`src/hdl/sbrh_pkg.sv`:
```
// Shared types, constants and controller codes for the rolling-hash border finder.
package sbrh_pkg;

    localparam int unsigned HASH_W       = 30;
    localparam int unsigned MAX_LEN_DEF  = 64;
    localparam int unsigned LEN_OUT_W    = 6;
    localparam logic [HASH_W-1:0] HASH_MOD   = 30'd1000000007;
    localparam logic [HASH_W-1:0] BASE_RESET = 30'd257;
    localparam logic [LEN_OUT_W-1:0] MAX_REPORTS = 6'd63;

    typedef struct packed {
        logic [7:0] char_code;
        logic       last_char;
    } item_t;

    typedef struct packed {
        logic [LEN_OUT_W-1:0] border_length;
        logic                 end_of_list;
        logic                 truncated;
    } result_t;

    typedef enum logic [3:0] {
        ST_IDLE,
        ST_DISP,
        ST_MPS,
        ST_MPW,
        ST_MHS,
        ST_MHW,
        ST_SINIT,
        ST_RDW,
        ST_LATW,
        ST_RDS,
        ST_MST,
        ST_MWT,
        ST_RDP,
        ST_CMP,
        ST_CHK,
        ST_END
    } state_t;

    typedef enum logic [1:0] {
        MUL_POW,
        MUL_HASH,
        MUL_SRCH
    } mul_sel_t;

    typedef enum logic [2:0] {
        RD_NONE,
        RD_PREV,
        RD_WHOLE,
        RD_SUFFIX,
        RD_PREFIX
    } rd_op_t;

    typedef struct packed {
        logic     load_item;
        rd_op_t   rd_op;
        logic     mul_start;
        mul_sel_t mul_sel;
        logic     save_pow;
        logic     write_first;
        logic     write_next;
        logic     mark_ovf;
        logic     init_search;
        logic     latch_whole;
        logic     emit_cmp;
        logic     next_len;
        logic     emit_end;
    } cmd_t;

    typedef struct packed {
        logic full;
        logic empty;
        logic last;
        logic mul_done;
        logic search_over;
    } status_t;

endpackage

```
`src/hdl/sbrh_modmul.sv`:
```
// Iterative modular multiplier: one bit of the multiplier per cycle.
module sbrh_modmul (
    input  logic                       clk,
    input  logic                       rst_n,
    input  logic                       start,
    input  logic [sbrh_pkg::HASH_W-1:0] a,
    input  logic [sbrh_pkg::HASH_W-1:0] b,
    output logic                       done,
    output logic [sbrh_pkg::HASH_W-1:0] prod
);
    import sbrh_pkg::*;

    localparam int unsigned CNT_W = $clog2(HASH_W + 1);

    logic [HASH_W-1:0] a_reg, b_reg, r_reg;
    logic [HASH_W-1:0] a_next, b_next, r_next;
    logic [CNT_W-1:0]  cnt_reg, cnt_next;
    logic              run_reg, run_next;
    logic              done_reg, done_next;
    logic [HASH_W:0]   dbl, dbl_red, acc;
    logic [HASH_W-1:0] dbl_mod;

    // One step: double the partial result, then add a when the multiplier bit is set.
    always_comb
    begin
        dbl     = {r_reg, 1'b0};
        dbl_red = (dbl >= {1'b0, HASH_MOD}) ? dbl - {1'b0, HASH_MOD} : dbl;
        dbl_mod = dbl_red[HASH_W-1:0];
        acc     = {1'b0, dbl_mod} + (b_reg[HASH_W-1] ? {1'b0, a_reg} : '0);
        if (acc >= {1'b0, HASH_MOD})
        begin
            acc = acc - {1'b0, HASH_MOD};
        end
    end

    // Sequencing of the bit steps.
    always_comb
    begin
        a_next    = a_reg;
        b_next    = b_reg;
        r_next    = r_reg;
        cnt_next  = cnt_reg;
        run_next  = run_reg;
        done_next = 1'b0;
        if (start)
        begin
            a_next   = a;
            b_next   = b;
            r_next   = '0;
            cnt_next = CNT_W'(HASH_W);
            run_next = 1'b1;
        end
        else if (run_reg)
        begin
            r_next   = acc[HASH_W-1:0];
            b_next   = {b_reg[HASH_W-2:0], 1'b0};
            cnt_next = cnt_reg - 1'b1;
            if (cnt_reg == CNT_W'(1))
            begin
                run_next  = 1'b0;
                done_next = 1'b1;
            end
        end
    end

    always_ff @(posedge clk or negedge rst_n)
    begin
        if (!rst_n)
        begin
            cnt_reg  <= '0;
            run_reg  <= 1'b0;
            done_reg <= 1'b0;
        end
        else
        begin
            cnt_reg  <= cnt_next;
            run_reg  <= run_next;
            done_reg <= done_next;
        end
    end

    always_ff @(posedge clk)
    begin
        a_reg <= a_next;
        b_reg <= b_next;
        r_reg <= r_next;
    end

    assign done = done_reg;
    assign prod = r_reg;

endmodule

```
`src/hdl/sbrh_datapath.sv`:
```
// Datapath: hash and power stores, counters, base register and result register.
module sbrh_datapath #(
    parameter int unsigned MAX_LEN = sbrh_pkg::MAX_LEN_DEF
) (
    input  logic                        clk,
    input  logic                        rst_n,
    input  sbrh_pkg::cmd_t              cmd,
    output sbrh_pkg::status_t           status,
    input  sbrh_pkg::item_t             item,
    input  logic                        cfg_we,
    input  logic [sbrh_pkg::HASH_W-1:0] cfg_data,
    output logic                        result_valid,
    output sbrh_pkg::result_t           result
);
    import sbrh_pkg::*;

    localparam int unsigned AW = $clog2(MAX_LEN);
    localparam int unsigned CW = $clog2(MAX_LEN + 1);

    logic [HASH_W-1:0] hash_mem [MAX_LEN];
    logic [HASH_W-1:0] pow_mem  [MAX_LEN];

    logic [HASH_W-1:0] base_reg, h_rd_reg, p_rd_reg, pow_tmp_reg, whole_reg;
    logic [7:0]        char_reg;
    logic              last_reg, ovf_reg;
    logic [CW-1:0]     len_reg, idx_reg;
    logic [LEN_OUT_W-1:0] cnt_reg;
    logic              rv_reg;
    result_t           res_reg;

    logic              rd_en;
    logic [AW-1:0]     h_addr, p_addr;
    logic [CW-1:0]     suf_idx, pre_idx, prev_idx;
    logic [HASH_W-1:0] mul_a, mul_b, mul_prod, suf, h_new;
    logic [HASH_W:0]   sum;
    logic              mul_done, match;

    // Read addresses of the two stores.
    always_comb
    begin
        suf_idx  = len_reg - idx_reg - 1'b1;
        pre_idx  = idx_reg - 1'b1;
        prev_idx = len_reg - 1'b1;
        rd_en    = 1'b1;
        h_addr   = prev_idx[AW-1:0];
        p_addr   = prev_idx[AW-1:0];
        unique case (cmd.rd_op)
            RD_PREV:
            begin
                h_addr = prev_idx[AW-1:0];
                p_addr = prev_idx[AW-1:0];
            end
            RD_WHOLE:
            begin
                h_addr = prev_idx[AW-1:0];
            end
            RD_SUFFIX:
            begin
                h_addr = suf_idx[AW-1:0];
                p_addr = idx_reg[AW-1:0];
            end
            RD_PREFIX:
            begin
                h_addr = pre_idx[AW-1:0];
            end
            default:
            begin
                rd_en = 1'b0;
            end
        endcase
    end

    // Store writes and registered reads.
    always_ff @(posedge clk)
    begin
        if (cmd.write_first)
        begin
            hash_mem[len_reg[AW-1:0]] <= {{(HASH_W-8){1'b0}}, char_reg};
            pow_mem[len_reg[AW-1:0]]  <= HASH_W'(1);
        end
        else if (cmd.write_next)
        begin
            hash_mem[len_reg[AW-1:0]] <= h_new;
            pow_mem[len_reg[AW-1:0]]  <= pow_tmp_reg;
        end
        if (rd_en)
        begin
            h_rd_reg <= hash_mem[h_addr];
            p_rd_reg <= pow_mem[p_addr];
        end
    end

    // Multiplier operands.
    always_comb
    begin
        unique case (cmd.mul_sel)
            MUL_POW:
            begin
                mul_a = p_rd_reg;
                mul_b = base_reg;
            end
            MUL_HASH:
            begin
                mul_a = h_rd_reg;
                mul_b = base_reg;
            end
            default:
            begin
                mul_a = h_rd_reg;
                mul_b = p_rd_reg;
            end
        endcase
    end

    sbrh_modmul u_modmul (
        .clk   (clk),
        .rst_n (rst_n),
        .start (cmd.mul_start),
        .a     (mul_a),
        .b     (mul_b),
        .done  (mul_done),
        .prod  (mul_prod)
    );

    // New prefix hash and suffix hash reductions.
    always_comb
    begin
        sum   = {1'b0, mul_prod} + {{(HASH_W-7){1'b0}}, char_reg};
        h_new = (sum >= {1'b0, HASH_MOD}) ? HASH_W'(sum - {1'b0, HASH_MOD})
                                          : sum[HASH_W-1:0];
        suf   = (whole_reg >= mul_prod) ? whole_reg - mul_prod
                                        : whole_reg + (HASH_MOD - mul_prod);
        match = (h_rd_reg == suf);
    end

    // Payload registers.
    always_ff @(posedge clk)
    begin
        if (cmd.load_item)
        begin
            char_reg <= item.char_code;
            last_reg <= item.last_char;
        end
        if (cmd.save_pow)
        begin
            pow_tmp_reg <= mul_prod;
        end
        if (cmd.latch_whole)
        begin
            whole_reg <= h_rd_reg;
        end
    end

    // Control state: base, lengths, counters and the result register.
    always_ff @(posedge clk or negedge rst_n)
    begin
        if (!rst_n)
        begin
            base_reg <= BASE_RESET;
            len_reg  <= '0;
            idx_reg  <= '0;
            cnt_reg  <= '0;
            ovf_reg  <= 1'b0;
            rv_reg   <= 1'b0;
            res_reg  <= '0;
        end
        else
        begin
            rv_reg <= 1'b0;
            if (cfg_we)
            begin
                base_reg <= cfg_data;
            end
            if (cmd.write_first || cmd.write_next)
            begin
                len_reg <= len_reg + 1'b1;
            end
            if (cmd.mark_ovf)
            begin
                ovf_reg <= 1'b1;
            end
            if (cmd.init_search)
            begin
                idx_reg <= CW'(1);
                cnt_reg <= '0;
            end
            if (cmd.next_len)
            begin
                idx_reg <= idx_reg + 1'b1;
            end
            if (cmd.emit_cmp && match)
            begin
                rv_reg                <= 1'b1;
                res_reg.border_length <= idx_reg[LEN_OUT_W-1:0];
                res_reg.end_of_list   <= 1'b0;
                res_reg.truncated     <= 1'b0;
                cnt_reg               <= cnt_reg + 1'b1;
            end
            if (cmd.emit_end)
            begin
                rv_reg                <= 1'b1;
                res_reg.border_length <= '0;
                res_reg.end_of_list   <= 1'b1;
                res_reg.truncated     <= ovf_reg;
                len_reg               <= '0;
                ovf_reg               <= 1'b0;
            end
        end
    end

    // Status back to the controller.
    always_comb
    begin
        status.full        = (len_reg == CW'(MAX_LEN));
        status.empty       = (len_reg == '0);
        status.last        = last_reg;
        status.mul_done    = mul_done;
        status.search_over = (idx_reg >= len_reg) || (cnt_reg == MAX_REPORTS);
    end

    assign result_valid = rv_reg;
    assign result       = res_reg;

endmodule

```
`src/hdl/sbrh_ctrl.sv`:
```
// Controller state machine that sequences loading and the border search.
module sbrh_ctrl (
    input  logic                clk,
    input  logic                rst_n,
    input  logic                start,
    output logic                busy,
    input  sbrh_pkg::status_t   status,
    output sbrh_pkg::cmd_t      cmd
);
    import sbrh_pkg::*;

    state_t state_reg, state_next;

    always_ff @(posedge clk or negedge rst_n)
    begin
        if (!rst_n)
        begin
            state_reg <= ST_IDLE;
        end
        else
        begin
            state_reg <= state_next;
        end
    end

    // Next state.
    always_comb
    begin
        state_next = state_reg;
        unique case (state_reg)
            ST_IDLE:  if (start) state_next = ST_DISP;
            ST_DISP:
            begin
                if (status.full || status.empty)
                begin
                    state_next = status.last ? ST_SINIT : ST_IDLE;
                end
                else
                begin
                    state_next = ST_MPS;
                end
            end
            ST_MPS:   state_next = ST_MPW;
            ST_MPW:   if (status.mul_done) state_next = ST_MHS;
            ST_MHS:   state_next = ST_MHW;
            ST_MHW:
            begin
                if (status.mul_done)
                begin
                    state_next = status.last ? ST_SINIT : ST_IDLE;
                end
            end
            ST_SINIT: state_next = ST_RDW;
            ST_RDW:   state_next = ST_LATW;
            ST_LATW:  state_next = status.search_over ? ST_END : ST_RDS;
            ST_RDS:   state_next = ST_MST;
            ST_MST:   state_next = ST_MWT;
            ST_MWT:   if (status.mul_done) state_next = ST_RDP;
            ST_RDP:   state_next = ST_CMP;
            ST_CMP:   state_next = ST_CHK;
            ST_CHK:   state_next = status.search_over ? ST_END : ST_RDS;
            ST_END:   state_next = ST_IDLE;
            default:  state_next = ST_IDLE;
        endcase
    end

    // Commands to the datapath.
    always_comb
    begin
        cmd         = '0;
        cmd.rd_op   = RD_NONE;
        cmd.mul_sel = MUL_POW;
        busy        = (state_reg != ST_IDLE);
        unique case (state_reg)
            ST_IDLE:  cmd.load_item = start;
            ST_DISP:
            begin
                if (status.full)
                begin
                    cmd.mark_ovf = 1'b1;
                end
                else if (status.empty)
                begin
                    cmd.write_first = 1'b1;
                end
                else
                begin
                    cmd.rd_op = RD_PREV;
                end
            end
            ST_MPS:
            begin
                cmd.mul_start = 1'b1;
                cmd.mul_sel   = MUL_POW;
            end
            ST_MPW:   cmd.save_pow = status.mul_done;
            ST_MHS:
            begin
                cmd.mul_start = 1'b1;
                cmd.mul_sel   = MUL_HASH;
            end
            ST_MHW:   cmd.write_next = status.mul_done;
            ST_SINIT: cmd.init_search = 1'b1;
            ST_RDW:   cmd.rd_op = RD_WHOLE;
            ST_LATW:  cmd.latch_whole = 1'b1;
            ST_RDS:   cmd.rd_op = RD_SUFFIX;
            ST_MST:
            begin
                cmd.mul_start = 1'b1;
                cmd.mul_sel   = MUL_SRCH;
            end
            ST_MWT:   cmd.mul_sel = MUL_SRCH;
            ST_RDP:   cmd.rd_op = RD_PREFIX;
            ST_CMP:
            begin
                cmd.emit_cmp = 1'b1;
                cmd.next_len = 1'b1;
            end
            ST_CHK:   cmd.rd_op = RD_NONE;
            ST_END:   cmd.emit_end = 1'b1;
            default:  cmd.rd_op = RD_NONE;
        endcase
    end

endmodule

```
`src/hdl/string_border_finder_rolling_hash_top.sv`:
```
// Top level of the rolling-hash border finder.
//
//  channel   ports                          handshake
//  input     start, busy, item              taken when start && !busy
//  result    result_valid, result           one-cycle strobe, no back-pressure
//  config    cfg_we, cfg_data               written when cfg_we
//
// Each stored byte after the first runs from one accept to the next through two
// modular products in the shared bit-serial multiplier, each with its launch, plus
// the dispatch state and the idle state that takes the item; the first byte and a
// dropped byte need only those two states. The search on the last byte runs its setup
// states, then a product in the same multiplier per tested length, then the end item.
// Reset is asynchronous and clears all control state; the stores need none.
// Results cannot be stalled; busy holds off new items until the end item.
module string_border_finder_rolling_hash_top #(
    parameter int unsigned MAX_LEN = sbrh_pkg::MAX_LEN_DEF
) (
    input  logic                        clk,
    input  logic                        rst_n,
    input  logic                        start,
    output logic                        busy,
    input  sbrh_pkg::item_t             item,
    output logic                        result_valid,
    output sbrh_pkg::result_t           result,
    input  logic                        cfg_we,
    input  logic [sbrh_pkg::HASH_W-1:0] cfg_data
);
    import sbrh_pkg::*;

    cmd_t    cmd;
    status_t status;

    sbrh_ctrl u_ctrl (
        .clk    (clk),
        .rst_n  (rst_n),
        .start  (start),
        .busy   (busy),
        .status (status),
        .cmd    (cmd)
    );

    sbrh_datapath #(
        .MAX_LEN (MAX_LEN)
    ) u_datapath (
        .clk          (clk),
        .rst_n        (rst_n),
        .cmd          (cmd),
        .status       (status),
        .item         (item),
        .cfg_we       (cfg_we),
        .cfg_data     (cfg_data),
        .result_valid (result_valid),
        .result       (result)
    );

endmodule

```
`config.mk`:
```
export PLATFORM = sky130hd
export DESIGN_NAME = string_border_finder_rolling_hash_top
export DESIGN_NICKNAME = d
export VERILOG_FILES = /design/src/hdl/sbrh_pkg.sv /design/src/hdl/sbrh_modmul.sv /design/src/hdl/sbrh_datapath.sv /design/src/hdl/sbrh_ctrl.sv /design/src/hdl/string_border_finder_rolling_hash_top.sv
export SDC_FILE = /design/constraint.sdc
export NUM_CORES = 2
export LEC_CHECK = 0
export BUFFER_PORTS_ARGS = -buffer_cell sky130_fd_sc_hd__buf_2
export CELL_PAD_IN_SITES_DETAIL_PLACEMENT = 1
export CELL_PAD_IN_SITES_GLOBAL_PLACEMENT = 2
export CORE_UTILIZATION = 48
export CTS_CLUSTER_DIAMETER = 100
export DETAILED_ROUTE_END_ITERATION = 10
export PLACE_DENSITY = 0.82
export REMOVE_ABC_BUFFERS = 1
export SYNTH_ARGS = -nofsm -noshare
export SYNTH_HDL_FRONTEND = slang
export SYNTH_SLANG_ARGS = --single-unit
```
`constraint.sdc`:
```
create_clock -name clk -period 9.75 [get_ports clk]
set_input_delay 2.4375 -clock clk [delete_from_list [all_inputs] [get_ports clk]]
set_output_delay 2.4375 -clock clk [all_outputs]
set_load 0.005 [all_outputs]
```
==> impl_metrics.env <==
export IMPL_end_kind="flop"
export IMPL_finalNonFillerCells=15963
export IMPL_clock_power_share_pct=25.0
export IMPL_max_slew_worst_pin_slew_ps=1360
export IMPL_synth_top_area_share_pct=70.5
export IMPL_ys_warn_count=0
export IMPL_min_period_over_period_pct=84.0
export IMPL_die_width_um=600
export IMPL_grt_max_degree=201
export IMPL_cts_made_buffers=419
export IMPL_yosysTopAreaCell="edfxtp_1"
export IMPL_dp_cells=15148
export IMPL_path_max_fanout=19
export IMPL_crit_required_ps=10620
export IMPL_reg2reg_slack_ps=1560
export IMPL_crit_path_start_kind="flop"
export IMPL_grt_pass1_wl_mm=789
export IMPL_grt_use_total_pct=30.9
export IMPL_die_y_um=600
export IMPL_io_buffer_count=52
export IMPL_cts_sinks=4130
export IMPL_start_util_pct=48.2
export IMPL_p_leak_nw=66.2
export IMPL_drive_above_1_share_pct=14.9
export IMPL_r2r_start="u_datapath.u_modmul.prod[3]$_SDFFE_PN0P_"
export IMPL_n_fill_cell=32634
export IMPL_die_area_um2=360000
export IMPL_synthCells=10812
export IMPL_p_seq_share_pct=32.7
export IMPL_p_int_w=0.0380
export IMPL_ys_ff_latch=4130
export IMPL_synth_edf_count=4029
export IMPL_antenna_found_initial=49
export IMPL_drc_errors=12
export IMPL_viasPerCell=6.56
export IMPL_p_per_area_nw_per_um2=334
export IMPL_violations="DRC"
export IMPL_dpl_hpwl_mm=315
export IMPL_ir_drop_v=0.000509
export IMPL_syn_to_final_growth_pct=11.9
export IMPL_preCtsSetupSlack_ps=1530
export IMPL_synth_xor_area_share_pct=1.14
export IMPL_arrival_ps=9060
export IMPL_hold_depth=0
export IMPL_finalSetupViolCount=0
export IMPL_drt_pass1_iter_count=9
export IMPL_clock_latency_ps=1030
export IMPL_routedWlPerCell_um=35.2
export IMPL_drt_wl_total_mm=562
export IMPL_status="finished, violations left"
export IMPL_grt_overflow=0
export IMPL_core_area_um2=356000
export IMPL_synth_top_family_by_area="compound AO/OA/AOI/OAI gates"
export IMPL_synth_mux_area_share_pct=7.70
export IMPL_p_comb_share_pct=42.2
export IMPL_ys_seq_area_share_pct=71.9
export IMPL_clockBufferDepth=4
export IMPL_fmax_ghz=0.122
export IMPL_relSlewSlack_pct=9.16
export IMPL_syn_mean_instance_area_um2=15.9
export IMPL_fin_crit_ps=8190
export IMPL_power_total_w=0.0642
export IMPL_io_pins=53
export IMPL_fin_skew_ps=90.1
export IMPL_utilization_pct=53.9
export IMPL_yosys_area_share_adder_pct=1.19
export IMPL_cts_resized=0
export IMPL_place_gp_congestion=0.874
export IMPL_syn_area_um2=172000
export IMPL_multi_input_area_um2=45900
export IMPL_yosysUniqueCellTypes=115
export IMPL_yosys_area_share_simple_pct=6.60
export IMPL_vias=104694
export IMPL_maxCapViolCount=0
export IMPL_ff_latch_area_um2=123000
export IMPL_rsz0062_at_grt="no"
export IMPL_ant_nets=0
export IMPL_swShare_pct=40.9
export IMPL_async_flop_share_pct=1.72
export IMPL_synthFlopType="edfxtp_1"
export IMPL_p_sw_w=0.0262
export IMPL_worstSetupPathType="flop to flop"
export IMPL_htreeDepth=5
export IMPL_whs_endpoint="u_datapath.pow_tmp_reg[12]$_DFFE_PP_"
export IMPL_hp_class="flop to flop"
export IMPL_initialDrtViolationCount=13259
export IMPL_final_setup_worst_slack_ps=1560
export IMPL_holdCritStartpoint="u_datapath.u_modmul.prod[12]$_SDFFE_PN0P_"
export IMPL_final_hold_violation_count=0
export IMPL_nNetsFinal=11014
export IMPL_report_final_slew_viol_count=0
export IMPL_clk_pin_slew_ps=60
export IMPL_r2r_end="u_datapath.u_modmul.prod[2]$_SDFFE_PN0P_"
export IMPL_r2r_cells=27
export IMPL_hold_buffers=0
export IMPL_synth_area_leaders="edfxtp_1 (70%), mux4_2 (6.3%), a211oi_1 (4.0%), nand2_1 (2.5%), a21oi_1 (1.5%)"
export IMPL_cts_setup_buffers=0
export IMPL_synth_compound_area_share_pct=9.55
export IMPL_rows=219
export IMPL_grt_pass1_vias=106705
export IMPL_cts_root_buf="clkbuf_16"
export IMPL_cts_tree="built"
## power groups by stage
| stage | Sequential, W | Combinational (W) | Clock, W |
|---|---|---|---|
| after floorplan | 0.0207 | 0.0151 | 0 |
| after global placement | 0.0213 | 0.0262 | 0 |
| after detailed placement | 0.0213 | 0.0268 | 0 |
| after CTS | 0.0210 | 0.0270 | 0.0162 |
| after global routing | 0.0210 | 0.0290 | 0.0168 |
| final | 0.0210 | 0.0271 | 0.0161 |
## critical path: stages, from the launching register on
cell	delay, ps
dfxtp_1	380
inv_1	200
ha_1	230
nand4_1	150
a21oi_1	260
o21ai_0	170
a31oi_1	310
o21ai_0	170
and3_1	230
nor3_1	290
o21ai_0	220
a41oi_1	320
clkinv_1	580
nand2_1	270
xnor2_1	130
ha_1	570
nand2_1	210
nor3_1	500
nand2_2	180
a211o_1	320
a31oi_2	220
a311oi_1	300
or3b_4	500
a221oi_2	410
buf_4	380
o21ai_1	110
xor2_1	180
a211oi_1	240
## layout make-up
class	count	share of cell area [%]
Antenna cell	43	0.0560
Clock buffer	539	5.80
Multi-Input combinational cell	5819	23.9
Inverter	141	0.276
Timing Repair Buffer	309	1.35
Tap cell	4751	3.10
Sequential cell	4130	64.2
Clock inverter	231	1.26
## logic make-up (layout without fill, tap and decap cells)
kind of cell / count (synthesis) / in the layout
other: 0 / 43
DFF: 4130 / 4130
buffers and inverters: 863 / 1220
xor gates and xnor gates: 222 / 222
muxes: 713 / 713
AOI/OAI and AO/OA: 2366 / 2366
and+or+nand+nor: 2367 / 2367
adders and majority gates: 151 / 151
## per-layer routing
layer,wire length (um),share of wire (%),track usage [%]
met1,215000,38,41.0
met2,265000,47,49.4
met4,30200,5.4,14.6
met3,52400,9.3,5.94
met5,155,0.028,0
## placed cells by master (no fill, tap or decap), types with 94 or more instances in the layout
master / instances
a211oi_1: 912
a21oi_1: 505
a311oi_1: 245
a31oi_1: 266
and2_0: 158
and2_1: 372
buf_4: 225
clkbuf_1: 102
clkbuf_16: 421
clkinv_1: 94
edfxtp_1: 4029
ha_1: 131
inv_1: 133
mux2i_1: 170
mux4_2: 480
nand2_1: 1157
nor2_1: 145
nor2b_1: 136
o21ai_0: 147
xnor2_1: 168
## worst max-delay path by stage
stage / slack, ps / start / endpoint
floorplan: -36730 / u_ctrl.state_reg[1]$_DFFE_PN0P_ / u_datapath.p_rd_reg[0]$_DFFE_PP_
global placement: 1550 / u_datapath.u_modmul.prod[3]$_SDFFE_PN0P_ / u_datapath.u_modmul.prod[7]$_SDFFE_PN0P_
detailed placement: 1530 / u_datapath.u_modmul.prod[3]$_SDFFE_PN0P_ / u_datapath.u_modmul.prod[7]$_SDFFE_PN0P_
CTS: 1490 / u_datapath.u_modmul.prod[3]$_SDFFE_PN0P_ / u_datapath.u_modmul.prod[24]$_SDFFE_PN0P_
global route: 700 / u_datapath.u_modmul.prod[3]$_SDFFE_PN0P_ / u_datapath.u_modmul.prod[0]$_SDFFE_PN0P_
finish: 1560 / u_datapath.u_modmul.prod[3]$_SDFFE_PN0P_ / u_datapath.u_modmul.prod[2]$_SDFFE_PN0P_
## stage by stage
step | cell area (um^2) | TNS, ps | hold slack (ps)
2_1_floorplan | 169000 | -1875700 | 426
3_3_place_gp | 178000 | 0 | 475
3_5_place_dp | 178000 | 0 | 483
4_1_cts | 192000 | 0 | 498
5_1_grt | 192000 | 0 | 518
6_report | 192000 | 0 | 503
## cells in the mapped netlist, drive strengths merged, types with 11 or more instances
cell type / count
a211oi: 918
a21o: 39
a21oi: 518
a221oi: 11
a311oi: 246
a31oi: 268
and2: 561
and3: 25
buf: 125
clkbuf: 597
dfrtp: 69
dfxtp: 30
edfxtp: 4029
fa: 20
ha: 131
inv: 135
mux2: 63
mux2i: 170
mux4: 480
nand2: 1161
nand2b: 21
nand3: 70
nand4: 38
nor2: 225
nor2b: 136
nor3: 47
nor3b: 12
nor4: 21
o211ai: 23
o21ai: 180
o21bai: 18
o22ai: 20
o31ai: 14
xnor2: 170
xor2: 52
(Power assumes the default switching activity.)
